## src/yuyv2rgb_pkg.sv

```systemverilog
// constants and pixel arithmetic for the yuyv 4:2:2 to rgb888 converter
// no dependencies; used by yuyv_to_rgb_converter_core
package yuyv2rgb_pkg;

    localparam int unsigned ByteWidth = 8;
    localparam int unsigned SumWidth  = 16;

    localparam logic signed [SumWidth-1:0] LumaGain       = 16'sd18;
    localparam logic signed [SumWidth-1:0] ChromaStrong   = 16'sd50;
    localparam logic signed [SumWidth-1:0] ChromaRedGreen = 16'sd25;
    localparam logic signed [SumWidth-1:0] ChromaBlueGreen = 16'sd15;
    localparam logic signed [SumWidth-1:0] LumaOffset     = 16'sd16;
    localparam logic signed [SumWidth-1:0] ChromaMid      = 16'sd128;
    localparam logic signed [SumWidth-1:0] ScaledMax      = 16'sd5100;

    localparam logic [ByteWidth-1:0] ChromaZero    = 8'd0;
    localparam logic [ByteWidth-1:0] ChromaMidByte = 8'd128;
    localparam logic [ByteWidth-1:0] ComponentMax  = 8'd255;
    localparam logic [ByteWidth-1:0] ComponentMin  = 8'd0;

    // x / 20 == (x * 3277) >> 16 for 0 <= x < 5100
    localparam int unsigned ScaledBits  = 13;
    localparam int unsigned RecipBits   = 12;
    localparam int unsigned RecipShift  = 16;
    localparam int unsigned ProdBits    = ScaledBits + RecipBits;
    localparam logic [RecipBits-1:0] RecipMul = 12'd3277;

    typedef struct packed {
        logic [ByteWidth-1:0] red;
        logic [ByteWidth-1:0] green;
        logic [ByteWidth-1:0] blue;
    } rgb_t;

    function automatic logic [ByteWidth-1:0] scaled_to_byte(
        input logic signed [SumWidth-1:0] scaled
    );
        logic [ProdBits-1:0] prod;
        prod = {{RecipBits{1'b0}}, scaled[ScaledBits-1:0]}
             * {{ScaledBits{1'b0}}, RecipMul};
        if (scaled < 0) begin
            return ComponentMin;
        end
        if (scaled >= ScaledMax) begin
            return ComponentMax;
        end
        return prod[RecipShift +: ByteWidth];
    endfunction

    function automatic logic signed [SumWidth-1:0] center_chroma(
        input logic [ByteWidth-1:0] chroma
    );
        logic [ByteWidth-1:0] fixed;
        fixed = (chroma == ChromaZero) ? ChromaMidByte : chroma;
        return $signed({{(SumWidth-ByteWidth){1'b0}}, fixed}) - ChromaMid;
    endfunction

    function automatic rgb_t make_pixel(
        input logic [ByteWidth-1:0] luma,
        input logic [ByteWidth-1:0] chroma_u,
        input logic [ByteWidth-1:0] chroma_v
    );
        logic signed [SumWidth-1:0] ucen;
        logic signed [SumWidth-1:0] vcen;
        logic signed [SumWidth-1:0] base;
        logic signed [SumWidth-1:0] red_sum;
        logic signed [SumWidth-1:0] green_sum;
        logic signed [SumWidth-1:0] blue_sum;
        rgb_t pix;
        ucen = center_chroma(chroma_u);
        vcen = center_chroma(chroma_v);
        base = LumaGain * ($signed({{(SumWidth-ByteWidth){1'b0}}, luma}) - LumaOffset);
        red_sum   = base + ChromaStrong * vcen;
        green_sum = base - ChromaRedGreen * vcen - ChromaBlueGreen * ucen;
        blue_sum  = base + ChromaStrong * ucen;
        pix.red   = scaled_to_byte(red_sum);
        pix.green = scaled_to_byte(green_sum);
        pix.blue  = scaled_to_byte(blue_sum);
        return pix;
    endfunction

endpackage

```

## src/yuyv_to_rgb_converter_core.sv

```systemverilog
// yuyv 4:2:2 group to rgb888 pixel pair converter, top level
// depends on yuyv2rgb_pkg for constants and pixel arithmetic
//
// usage:
//   input channel (in_valid/in_ready) carries one request: a yuyv group
//   of luma_first, chroma_blue (u), luma_second, chroma_red (v).
//   output channel (out_valid/out_ready) carries two rgb pixels per request:
//   first the pixel from luma_first, then the one from luma_second with
//   last_pixel set. both share the group's chroma.
//   a group accepted into the input register reaches the output register
//   as its first pixel; its second pixel loads into the output register
//   at the edge at which the first is taken.
//   throughput: 1 pixel per cycle while out_ready stays high, set by the
//   single output register that holds one pixel at a time.
//   the input register holds the group while its pixels pass through the
//   output register, so a new group is taken in the cycle its
//   predecessor's second pixel moves to the output.
//   reset clears both valid flags; no request is held afterwards.
//   when the receiver stalls, the output pixel holds and the input
//   register fills, after which in_ready stays low.
module yuyv_to_rgb_converter_core (
    input  logic       clk,
    input  logic       rst_n,
    input  logic       in_valid,
    output logic       in_ready,
    input  logic [7:0] luma_first,
    input  logic [7:0] chroma_blue,
    input  logic [7:0] luma_second,
    input  logic [7:0] chroma_red,
    output logic       out_valid,
    input  logic       out_ready,
    output logic [7:0] red,
    output logic [7:0] green,
    output logic [7:0] blue,
    output logic       last_pixel
);

    logic       stage_valid_reg;
    logic       stage_valid_next;
    logic       phase_reg;
    logic       phase_next;
    logic [7:0] luma_first_reg;
    logic [7:0] luma_second_reg;
    logic [7:0] chroma_blue_reg;
    logic [7:0] chroma_red_reg;

    logic       out_valid_reg;
    logic       out_valid_next;
    logic       last_reg;
    yuyv2rgb_pkg::rgb_t pix_reg;
    yuyv2rgb_pkg::rgb_t pix_next;

    logic       in_take;
    logic       out_load;
    logic       stage_done;
    logic [7:0] sel_luma;

    assign out_load   = stage_valid_reg && (!out_valid_reg || out_ready);
    assign stage_done = out_load && phase_reg;
    assign in_ready   = !stage_valid_reg || stage_done;
    assign in_take    = in_valid && in_ready;

    assign sel_luma = phase_reg ? luma_second_reg : luma_first_reg;
    assign pix_next = yuyv2rgb_pkg::make_pixel(sel_luma, chroma_blue_reg, chroma_red_reg);

    always_comb
    begin
        stage_valid_next = stage_valid_reg;
        if (in_take)
        begin
            stage_valid_next = 1'b1;
        end
        else if (stage_done)
        begin
            stage_valid_next = 1'b0;
        end

        phase_next = phase_reg;
        if (in_take || stage_done)
        begin
            phase_next = 1'b0;
        end
        else if (out_load)
        begin
            phase_next = 1'b1;
        end

        out_valid_next = out_valid_reg;
        if (out_load)
        begin
            out_valid_next = 1'b1;
        end
        else if (out_ready)
        begin
            out_valid_next = 1'b0;
        end
    end

    always_ff @(posedge clk or negedge rst_n)
    begin
        if (!rst_n)
        begin
            stage_valid_reg <= 1'b0;
            phase_reg       <= 1'b0;
            out_valid_reg   <= 1'b0;
        end
        else
        begin
            stage_valid_reg <= stage_valid_next;
            phase_reg       <= phase_next;
            out_valid_reg   <= out_valid_next;
        end
    end

    always_ff @(posedge clk)
    begin
        if (in_take)
        begin
            luma_first_reg  <= luma_first;
            luma_second_reg <= luma_second;
            chroma_blue_reg <= chroma_blue;
            chroma_red_reg  <= chroma_red;
        end
        if (out_load)
        begin
            pix_reg  <= pix_next;
            last_reg <= phase_reg;
        end
    end

    assign out_valid  = out_valid_reg;
    assign red        = pix_reg.red;
    assign green      = pix_reg.green;
    assign blue       = pix_reg.blue;
    assign last_pixel = last_reg;

    // first pixel on the output means its group still waits for the second
    a_first_holds_group: assert property (@(posedge clk) disable iff (!rst_n)
        out_valid_reg && !last_reg |-> stage_valid_reg && phase_reg)
        else $error("first pixel shown without its group held");

    // a group whose first pixel is not yet sent blocks the input
    a_no_take_mid_group: assert property (@(posedge clk) disable iff (!rst_n)
        stage_valid_reg && !phase_reg |-> !in_ready)
        else $error("input taken while a group is unsent");

    // retiring a group puts its second pixel on the output
    a_done_shows_last: assert property (@(posedge clk) disable iff (!rst_n)
        stage_done |=> out_valid_reg && last_reg)
        else $error("second pixel missing after group retired");

    // a new request starts with its first pixel
    a_take_starts_first: assert property (@(posedge clk) disable iff (!rst_n)
        in_take |=> stage_valid_reg && !phase_reg)
        else $error("new request not started on its first pixel");

endmodule

```

## config.mk

```make
export PLATFORM = sky130hd
export DESIGN_NAME = yuyv_to_rgb_converter_core
export DESIGN_NICKNAME = d
export VERILOG_FILES = /design/src/yuyv2rgb_pkg.sv /design/src/yuyv_to_rgb_converter_core.sv
export SDC_FILE = /design/constraint.sdc
export NUM_CORES = 1
export LEC_CHECK = 0
export BUFFER_PORTS_ARGS = -buffer_cell sky130_fd_sc_hd__buf_4
export CAP_MARGIN = 10
export CORE_AREA = 2 2 148 150
export CTS_BUF_LIST = sky130_fd_sc_hd__clkbuf_2
export DETAILED_ROUTE_END_ITERATION = 12
export DIE_AREA = 0 0 150 152
export GPL_ROUTABILITY_DRIVEN = 1
export PLACE_DENSITY = 0.89
export SLEW_MARGIN = 20
export SYNTH_ARGS = -nofsm -noshare
export SYNTH_HDL_FRONTEND = slang
export SYNTH_SLANG_ARGS = --single-unit
```

## constraint.sdc

```tcl
create_clock -name clk -period 19.7 [get_ports clk]
set_clock_uncertainty 0.1 [all_clocks]
set_input_delay 1.97 -clock clk [delete_from_list [all_inputs] [get_ports clk]]
set_output_delay 1.97 -clock clk [all_outputs]
set_load 0.1 [all_outputs]
```

==> results.md, run 1 <==
* Status: completed
* Post-Syn Area per Cell at 10.10 sq um
* Proportion of synthesized chip area in sequential cells at 0.1206
* Number of sinks handled by clock tree synthesis at 60
* Cts-stage hold buffer count at 0
* Final HPWL DP at 26890 microns
* Grt total ovfl at 0
* Total number of yosys warnings at 0
* CTS tree: yes
* Total of endpoints with negative setup slack in the final report at 0
* Initial antenna violation count at 1
* CP Launch Type: flop
* Layout fillers at 1509
* Critical path endpoint category: flop
* Port Buffers at 62
* DRC at 0
* Synth-to-layout area growth at 6.412%
* Count of antenna-violating nets left after detailed routing at 0
* Tightest Hold Check Type: reg -> reg
* Final cell count without fillers at 1825
* Cell depth of the worst flop-to-flop path at 42
* GR Util All Layers at 0.2861
* Number of nets in the finished design at 2145
* Vias after detailed routing at 10450
* Buffer cell driving the clock tree root: sky130_fd_sc_hd__clkbuf_2
* Hold-critical path depth at 1
* Final hold violation count at 0
* Final worst path period need at 11.27 ns
* Placer Congestion at 0.9270
* Netlist area before placement at 0.01481 sq mm
* Final wirelength at 31030 microns
* Instance count of the mapped netlist at 1467
* Clock transition time at the flip-flop clock pins of the worst setup and hold paths at 0.22 ns
* Worst Max-Slew Pin Slew at 0.8615 ns
* Setup_tns at 0 ns
* Post-synth ARST share at 0.05000
* Most numerous cell on the critical path: sky130_fd_sc_hd__inv_1
* Portion of the clock cycle consumed by the worst path in the final layout at 0.5723
* Pin count of the biggest net entering global routing at 34
* Fraction of final layout cells with drive strength greater than 1 at 0.06092
* Initial DRT Pass Iterations at 8
* Top achievable clock speed at 88.69 MHz
* Post-Route Utilization at 0.7382
* Initial Utilization at 0.6937
* Wire length of the first global-routing pass at 51890 microns
* Number of synthesized register bits at 60
* Placeable Area at 0.02135 sq mm
* Headroom to the max-slew limit at 0.4182
* Hold WS at 0.4449 ns
* Crit-path slowest cell: sky130_fd_sc_hd__fa_1
* Die Width at 150 microns
* Insertion delay of the later-clocked pin in the worst-skew pair at 0.65 ns
* Number of H-tree levels at 3
* Number of DRC violations after detailed-routing iteration 0 at 472
* Unrepaired setup endpoints after global routing: false
* Net count after synthesis at 2074
* Delay of the slowest cell on the worst path at 0.56 ns
* Chip height at 152 microns
* Count of flip-flops with a built-in enable after synthesis at 57
* Maximum capacitance violations at 0
* Vias in the first global route at 11320
* Most used cells in the layout excluding fill and tap cells: sky130_fd_sc_hd__ha_1 (392), sky130_fd_sc_hd__inv_1 (334), sky130_fd_sc_hd__fa_1 (179)
* Average via count per standard cell at 5.728
* Number of setup buffers added after CTS at 0
* Data arrival time of the worst path at 11.61 ns
* Most frequent standard cell in the layout excluding fill and tap cells: sky130_fd_sc_hd__ha_1
* Number of I/O pins at 63
* Maximum number of buffers from clock root to sink at 2
* Critical Path Fanout Max at 6
* Ys flop type: sky130_fd_sc_hd__edfxtp_1
* Crit path kind: reg -> reg
* Max Slew Vio Count at 0
* CP required at 20.03 ns
* Num CTS Buffers at 9
* Post-Place Cells at 1807
* Post_cts resized at 0
* Drt wl/cell at 17.00 microns
* Number of distinct library cell variants in the gate-level netlist after synthesis at 59
* Number of placement rows at 54
* Die outline area at 0.02280 sq mm
-- synth_stat cells, types with 9 or more instances --
cell                         n  share of area
sky130_fd_sc_hd__o21a_1     26          0.013
sky130_fd_sc_hd__nor2_1     48          0.012
sky130_fd_sc_hd__nand2_1    41          0.010
sky130_fd_sc_hd__edfxtp_1   57           0.12
sky130_fd_sc_hd__nand2b_1    9         0.0038
sky130_fd_sc_hd__a21o_1     32          0.016
sky130_fd_sc_hd__ha_1      392           0.33
sky130_fd_sc_hd__a21oi_1    59          0.020
sky130_fd_sc_hd__o21bai_1   14         0.0071
sky130_fd_sc_hd__a21boi_0    9         0.0046
sky130_fd_sc_hd__inv_1     334          0.085
sky130_fd_sc_hd__and2_1     12         0.0051
sky130_fd_sc_hd__nand3_1    13         0.0044
sky130_fd_sc_hd__o21ai_0    29         0.0098
sky130_fd_sc_hd__xor2_1     37          0.022
sky130_fd_sc_hd__a211oi_1   14         0.0071
sky130_fd_sc_hd__nor3_1     12         0.0041
sky130_fd_sc_hd__xnor2_1    60          0.035
sky130_fd_sc_hd__fa_1      179           0.24
-- layout make-up --
cell class                      count  area [sq um]  area share
Antenna cell                        2         5.005   0.0003175
Clock buffer                        9         45.04    0.002858
Clock inverter                      7         76.32    0.004842
Inverter                          334          1254     0.07954
Multi-Input combinational cell   1067         11750      0.7454
Sequential cell                    60          1787      0.1134
Tap cell                          280         350.3     0.02223
Timing Repair Buffer               66         495.5     0.03144
-- final timing paths --
path / slack [ns] / endpoint / startpoint
max: 8.43 / green[6]$_SDFFCE_PN0P_ / chroma_blue_reg[5]$_DFFE_PP_
min: 0.44 / out_valid$_DFFE_PN0P_ / stage_valid_reg$_DFFE_PN0N_
max reg2reg: 8.43 / green[6]$_SDFFCE_PN0P_ / chroma_blue_reg[5]$_DFFE_PP_
min reg2reg: 0.44 / out_valid$_DFFE_PN0P_ / stage_valid_reg$_DFFE_PN0N_
max in group asynchronous: 18.37 / stage_valid_reg$_DFFE_PN0N_ / rst_n
min in group asynchronous: 1.02 / phase_reg$_DFFE_PN0P_ / rst_n
-- logic make-up (layout without fill, tap and decap cells) --
logic type	count (synthesis)	count (layout)	synth area share
adders and majority gates	571	571	0.5731
buffers and inverters	340	416	0.08616
AOI/OAI and AO/OA	216	216	0.09681
and+or+nand+nor	171	171	0.05609
xor gates and xnor gates	100	100	0.06107
DFF	60	60	0.1206
muxes	9	9	0.006167
other	0	2	0
-- critical path, delay by kind of cell, from the launching register on --
| kind | cells | cell delay [ns] |
|---|---|---|
| buffers and inverters | 11 | 0.88 |
| flip-flops | 1 | 0.49 |
| AND/OR/NAND/NOR | 9 | 1.70 |
| adder cells (fa/ha/maj) | 14 | 6.00 |
| AO/OA/AOI/OAI | 7 | 1.74 |
| XOR/XNOR | 1 | 0.20 |
-- layer usage --
metal,vias to the layer above,part of all wire,global-route usage
met1,5086,0.41,0.3534
met4,0,0.036,0.1119
met2,269,0.51,0.5075
met5,-,0,0
met3,92,0.043,0.03453
li1,5007,-,-
-- metrics by stage --
stage	worst slack, ns	cell area, sq um
CTS	8.424	15760
finish	8.425	15760
detailed placement	8.502	15640
global route	7.891	15760
floorplan	9.363	14810
global placement	8.853	15640
Power of run 1 is left out: the tool's default activity adds up to more than one toggle a clock period on the data nets, which glitch-free logic cannot reach.
==> run 2: changes to the inputs <==
CORE_AREA = 2 2 153 155   (was 2 2 148 150)
DIE_AREA = 0 0 155 157   (was 0 0 150 152)
PLACE_DENSITY = 0.84   (was 0.89)
clock period = 10.39 ns   (was 19.7 ns; I/O delays follow)
==> run 2 against run 1 <==
  * Largest cell class unchanged
  * Highest routed layer unchanged
  * Via count grew 1.3%
  * Sequential cell count is the same
  * Critical path type unchanged
  * Sequential share of layout area shrank 0.35 points
  * Cell area grew 3.2%
  * Register-to-register slack lost 8.2 ns
  * Critical path depth is the same
==> results.md, run 2 (synthesis results as in run 1) <==
* Num CTS Buffers at 9
* CP required at 10.77 ns
* Cts-stage hold buffer count at 0
* Initial Utilization at 0.6582
* Hold WS at 0.06470 ns
* Most used cells in the layout excluding fill and tap cells: sky130_fd_sc_hd__ha_1 (386), sky130_fd_sc_hd__inv_1 (324), sky130_fd_sc_hd__fa_1 (176)
* Grt total ovfl at 0
* Initial antenna violation count at 0
* R2R Path Start: chroma_blue_reg[4]$_DFFE_PP_
* GR Util All Layers at 0.2667
* Data arrival time of the worst path at 10.52 ns
* Top achievable clock speed at 98.61 MHz
* Port Buffers at 62
* Portion of the clock cycle consumed by the worst path in the final layout at 0.9760
* Headroom to the max-slew limit at 0.3994
* Cell depth of the worst flop-to-flop path at 42
* Number of H-tree levels at 3
* Clock transition time at the flip-flop clock pins of the worst setup and hold paths at 0.32 ns
* Critical Path Fanout Max at 4
* Wire length of the first global-routing pass at 51430 microns
* Number of DRC violations after detailed-routing iteration 0 at 591
* Total of endpoints with negative setup slack in the final report at 0
* Synth-to-layout area growth at 9.833%
* Number of placement rows at 55
* Final worst path period need at 10.14 ns
* Vias after detailed routing at 10590
* Buffer cell driving the clock tree root: sky130_fd_sc_hd__clkbuf_2
* Final wirelength at 31990 microns
* Count of antenna-violating nets left after detailed routing at 0
* CP Launch Type: flop
* Placeable Area at 0.02250 sq mm
* Placer Congestion at 0.9603
* Max Slew Vio Count at 0
* Crit-path slowest cell: sky130_fd_sc_hd__fa_1
* Capture instance of the worst register-to-register path: green[6]$_SDFFCE_PN0P_
* Post-Route Utilization at 0.7229
* Most numerous cell on the critical path: sky130_fd_sc_hd__fa_1
* Die Width at 155 microns
* Critical path endpoint category: flop
* Worst Max-Slew Pin Slew at 0.8944 ns
* Insertion delay of the later-clocked pin in the worst-skew pair at 0.66 ns
* Chip height at 157 microns
* Number of nets in the finished design at 2180
* DRC at 0
* Die outline area at 0.02434 sq mm
* Average via count per standard cell at 5.684
* Drt wl/cell at 17.17 microns
* Vias in the first global route at 11060
* Pin count of the biggest net entering global routing at 34
* Maximum number of buffers from clock root to sink at 2
* Delay of the slowest cell on the worst path at 0.54 ns
* Maximum capacitance violations at 0
* Number of I/O pins at 63
* Tightest Hold Check Type: in -> async
* Antenna fix cells at 0
* Initial DRT Pass Iterations at 5
* CTS tree: yes
* Number of sinks handled by clock tree synthesis at 60
* Crit path kind: reg -> reg
* Fraction of final layout cells with drive strength greater than 1 at 0.1077
* Status: completed
* Final hold violation count at 0
* Most frequent standard cell in the layout excluding fill and tap cells: sky130_fd_sc_hd__ha_1
* Minimum setup slack among reg-to-reg paths at 0.25 ns
* Final HPWL DP at 26990 microns
run 2: cell types whose count changed in the layout (fill, tap and decap cells not counted), moves of 4 or more:
cell                      previous run  this run
sky130_fd_sc_hd__ha_1              392       386
sky130_fd_sc_hd__inv_1             334       324
sky130_fd_sc_hd__buf_4              66       101
sky130_fd_sc_hd__o21ai_0            29        24
sky130_fd_sc_hd__inv_2               0         9
sky130_fd_sc_hd__ha_4                0         5
sky130_fd_sc_hd__o21ai_1             0         4
run 2: metrics by stage:
| stage | setup WS [ns] | instances | cell area [sq um] | TNS [ns] |
|---|---|---|---|---|
| 6_report | 0.2489 | 1863 | 16270 | 0 |
| 5_1_grt | -0.2160 | 1863 | 16270 | -0.5327 |
| 4_1_cts | 0.006365 | 1853 | 15980 | 0 |
| 3_5_place_dp | -0.02931 | 1835 | 15810 | -0.02931 |
| 3_3_place_gp | 0.2039 | 1835 | 15810 | 0 |
| 2_1_floorplan | 0.05325 | 1467 | 14810 | 0 |
run 2: area by class of cell:
type                            instances  area (sq um)
Multi-Input combinational cell       1067         11970
Fill cell                            1522          6235
Sequential cell                        60          1787
Inverter                              334          1256
Timing Repair Buffer                  101         758.2
Tap cell                              285         356.6
Clock inverter                          7         98.84
Clock buffer                            9         45.04
run 2: timing repair:
action	in CTS	in global routing
endpoints found under the setup margin	3	7
buffers inserted	2	10
gates resized for setup	4	53
pin swaps	0	40
run 2: worst max-delay path by stage:
| stage | from | slack, ns | end | cells past startpoint |
|---|---|---|---|---|
| finish | chroma_blue_reg[4]$_DFFE_PP_ | 0.25 | green[6]$_SDFFCE_PN0P_ | 42 |
| global route | chroma_blue_reg[4]$_DFFE_PP_ | -0.22 | green[7]$_SDFFCE_PN0P_ | 40 |
| CTS | chroma_blue_reg[0]$_DFFE_PP_ | 0.006 | green[7]$_SDFFCE_PN0P_ | 43 |
| detailed placement | chroma_blue_reg[0]$_DFFE_PP_ | -0.03 | green[6]$_SDFFCE_PN0P_ | 42 |
| global placement | chroma_blue_reg[0]$_DFFE_PP_ | 0.20 | green[7]$_SDFFCE_PN0P_ | 43 |
| floorplan | chroma_blue_reg[5]$_DFFE_PP_ | 0.05 | green[6]$_SDFFCE_PN0P_ | 42 |
run 2: critical path, delay by kind of cell (launching register included):
kind | cells | cell delay [ns]
buffers and inverters | 11 | 0.57
AOI/OAI and AO/OA | 8 | 1.55
and+or+nand+nor | 8 | 1.47
xor gates and xnor gates | 1 | 0.10
adders and majority gates | 14 | 5.67
DFF | 1 | 0.48
run 2: metal layers:
metal  GRT usage  vias up  part of all wire
li1            -     5068                 -
met1      0.3205     5158              0.41
met2      0.4967      282              0.52
met3     0.03882       81             0.042
met4     0.07672        0             0.028
met5           0        -                 0
Power of run 2 is left out for the same reason.
==> run 3: changes to the inputs <==
CELL_PAD_IN_SITES_DETAIL_PLACEMENT = 1   (was unset)
CELL_PAD_IN_SITES_GLOBAL_PLACEMENT = 2   (was unset)
CORE_AREA = 2 2 189 191   (was 2 2 153 155)
DIE_AREA = 0 0 191 193   (was 0 0 155 157)
PLACE_DENSITY = 0.83   (was 0.84)
==> run 3 against run 2 <==
  * Final cell count grew 10%
  * Cell area grew 1.7%
  * First-iteration DRC count shrank 44%
  * Sequential share of layout area shrank 0.19 points
  * Core utilization shrank 25 points
  * Critical path depth is the same
  * Largest cell class unchanged
==> results.md, run 3 (synthesis results as in run 1) <==
* Total of endpoints with negative setup slack in the final report at 0
* Die outline area at 0.03686 sq mm
* Most frequent standard cell in the layout excluding fill and tap cells: sky130_fd_sc_hd__ha_1
* Status: completed
* Placeable Area at 0.03496 sq mm
* Wire length of the first global-routing pass at 57150 microns
* Chip height at 193 microns
* Drt wl/cell at 16.91 microns
* Post-Route Utilization at 0.4734
* CP Launch Type: flop
* Final worst path period need at 10.03 ns
* Num CTS Buffers at 9
* Crit path kind: reg -> reg
* Maximum number of buffers from clock root to sink at 2
* Post-Place Cells at 2021
* Buffer cell driving the clock tree root: sky130_fd_sc_hd__clkbuf_2
* Initial antenna violation count at 2
* Placer Congestion at 0.8822
* Port Buffers at 62
* Maximum capacitance violations at 0
* Number of nets in the finished design at 2192
* Initial DRT Pass Iterations at 4
* Critical path endpoint category: flop
* Final wirelength at 34760 microns
* Worst Max-Slew Pin Slew at 0.8810 ns
* Minimum setup slack among reg-to-reg paths at 0.36 ns
* Startpoint of the tightest hold check path: chroma_blue[0]
* Most numerous cell on the critical path: sky130_fd_sc_hd__inv_1
* Number of sinks handled by clock tree synthesis at 60
* Initial Utilization at 0.4236
* Max Slew Vio Count at 0
* Die Width at 191 microns
* Most used cells in the layout excluding fill and tap cells: sky130_fd_sc_hd__ha_1 (384), sky130_fd_sc_hd__inv_1 (328), sky130_fd_sc_hd__fa_1 (178)
* Portion of the clock cycle consumed by the worst path in the final layout at 0.9658
* Clock transition time at the flip-flop clock pins of the worst setup and hold paths at 0.26 ns
* Number of placement rows at 69
* Tightest Hold Check Type: in -> reg
* CTS tree: yes
* Data arrival time of the worst path at 10.51 ns
* Launching instance or port of the critical path: chroma_blue_reg[4]$_DFFE_PP_
* Final hold violation count at 0
* Vias after detailed routing at 10400
* Crit-path slowest cell: sky130_fd_sc_hd__fa_1
* Placed standard-cell area at 0.01611 sq mm
* Number of DRC violations after detailed-routing iteration 0 at 330
* GR Util All Layers at 0.1990
* Pin count of the biggest net entering global routing at 34
* DRC at 0
* Critical Path Fanout Max at 4
* Setup_tns at 0 ns
* R2R Path Start: chroma_blue_reg[4]$_DFFE_PP_
* Average via count per standard cell at 5.061
* Headroom to the max-slew limit at 0.4050
* Vias in the first global route at 11460
* Final cell count without fillers at 2055
* Number of H-tree levels at 3
* Grt total ovfl at 0
* Insertion delay of the later-clocked pin in the worst-skew pair at 0.71 ns
* Delay of the slowest cell on the worst path at 0.55 ns
* Final HPWL DP at 30720 microns
* Fraction of final layout cells with drive strength greater than 1 at 0.1126
* CP required at 10.87 ns
* Post-route standard cell area excluding fillers at 0.01655 sq mm
* Top achievable clock speed at 99.66 MHz
* Count of antenna-violating nets left after detailed routing at 0
* Number of I/O pins at 63
* Synth-to-layout area growth at 11.75%
run 3: cell type report:
| type | count | area [sq um] |
|---|---|---|
| Tap cell | 461 | 576.8 |
| Clock inverter | 7 | 55.05 |
| Clock buffer | 9 | 45.04 |
| Sequential cell | 60 | 1787 |
| Fill cell | 3966 | 18410 |
| Antenna cell | 4 | 10.01 |
| Inverter | 334 | 1254 |
| Multi-Input combinational cell | 1067 | 11970 |
| Timing Repair Buffer | 113 | 850.8 |
run 3: through the flow:
step	worst slack (ns)	hold WS, ns
floorplan	0.05325	0.3566
global placement	0.09762	0.3687
CTS	0.04344	0.3263
detailed placement	-0.1264	0.3909
global route	-0.1038	0.2819
finish	0.3555	0.3790
run 3: worst max-delay path, delay by kind of cell (launching register included):
kind	cells	cell delay, ns
AOI/OAI and AO/OA	8	1.46
and+or+nand+nor	8	1.25
xor gates and xnor gates	1	0.10
DFF	1	0.45
buffers and inverters	11	0.77
adders and majority gates	14	5.75
run 3: path summary, 6_finish.rpt:
check                                                to  cells past startpoint
setup / recovery                 green[6]$_SDFFCE_PN0P_                     42
hold / removal             chroma_blue_reg[0]$_DFFE_PP_                      1
setup reg to reg                 green[6]$_SDFFCE_PN0P_                     42
hold reg to reg                   out_valid$_DFFE_PN0P_                      1
max in group asynchronous         phase_reg$_DFFE_PN0P_                      2
min in group asynchronous   stage_valid_reg$_DFFE_PN0N_                      2
run 3: layer usage:
metal | wire length (microns) | up-vias | GRT usage
li1 | - | 5112 | -
met1 | 14900 | 5169 | 0.2418
met2 | 18420 | 87 | 0.3728
met3 | 751 | 33 | 0.02570
met4 | 697 | 0 | 0.04621
met5 | 0 | - | 0
run 3: timing repair:
| action | CTS | global route |
|---|---|---|
| pin swaps | 1 | 29 |
| endpoints found under the setup margin | 3 | 7 |
| setup buffers | 1 | 12 |
| hold endpoints to repair | 3 | 0 |
| hold buffers | 1 | 0 |
| resized for setup | 10 | 40 |
Power of run 3 is left out for the same reason.
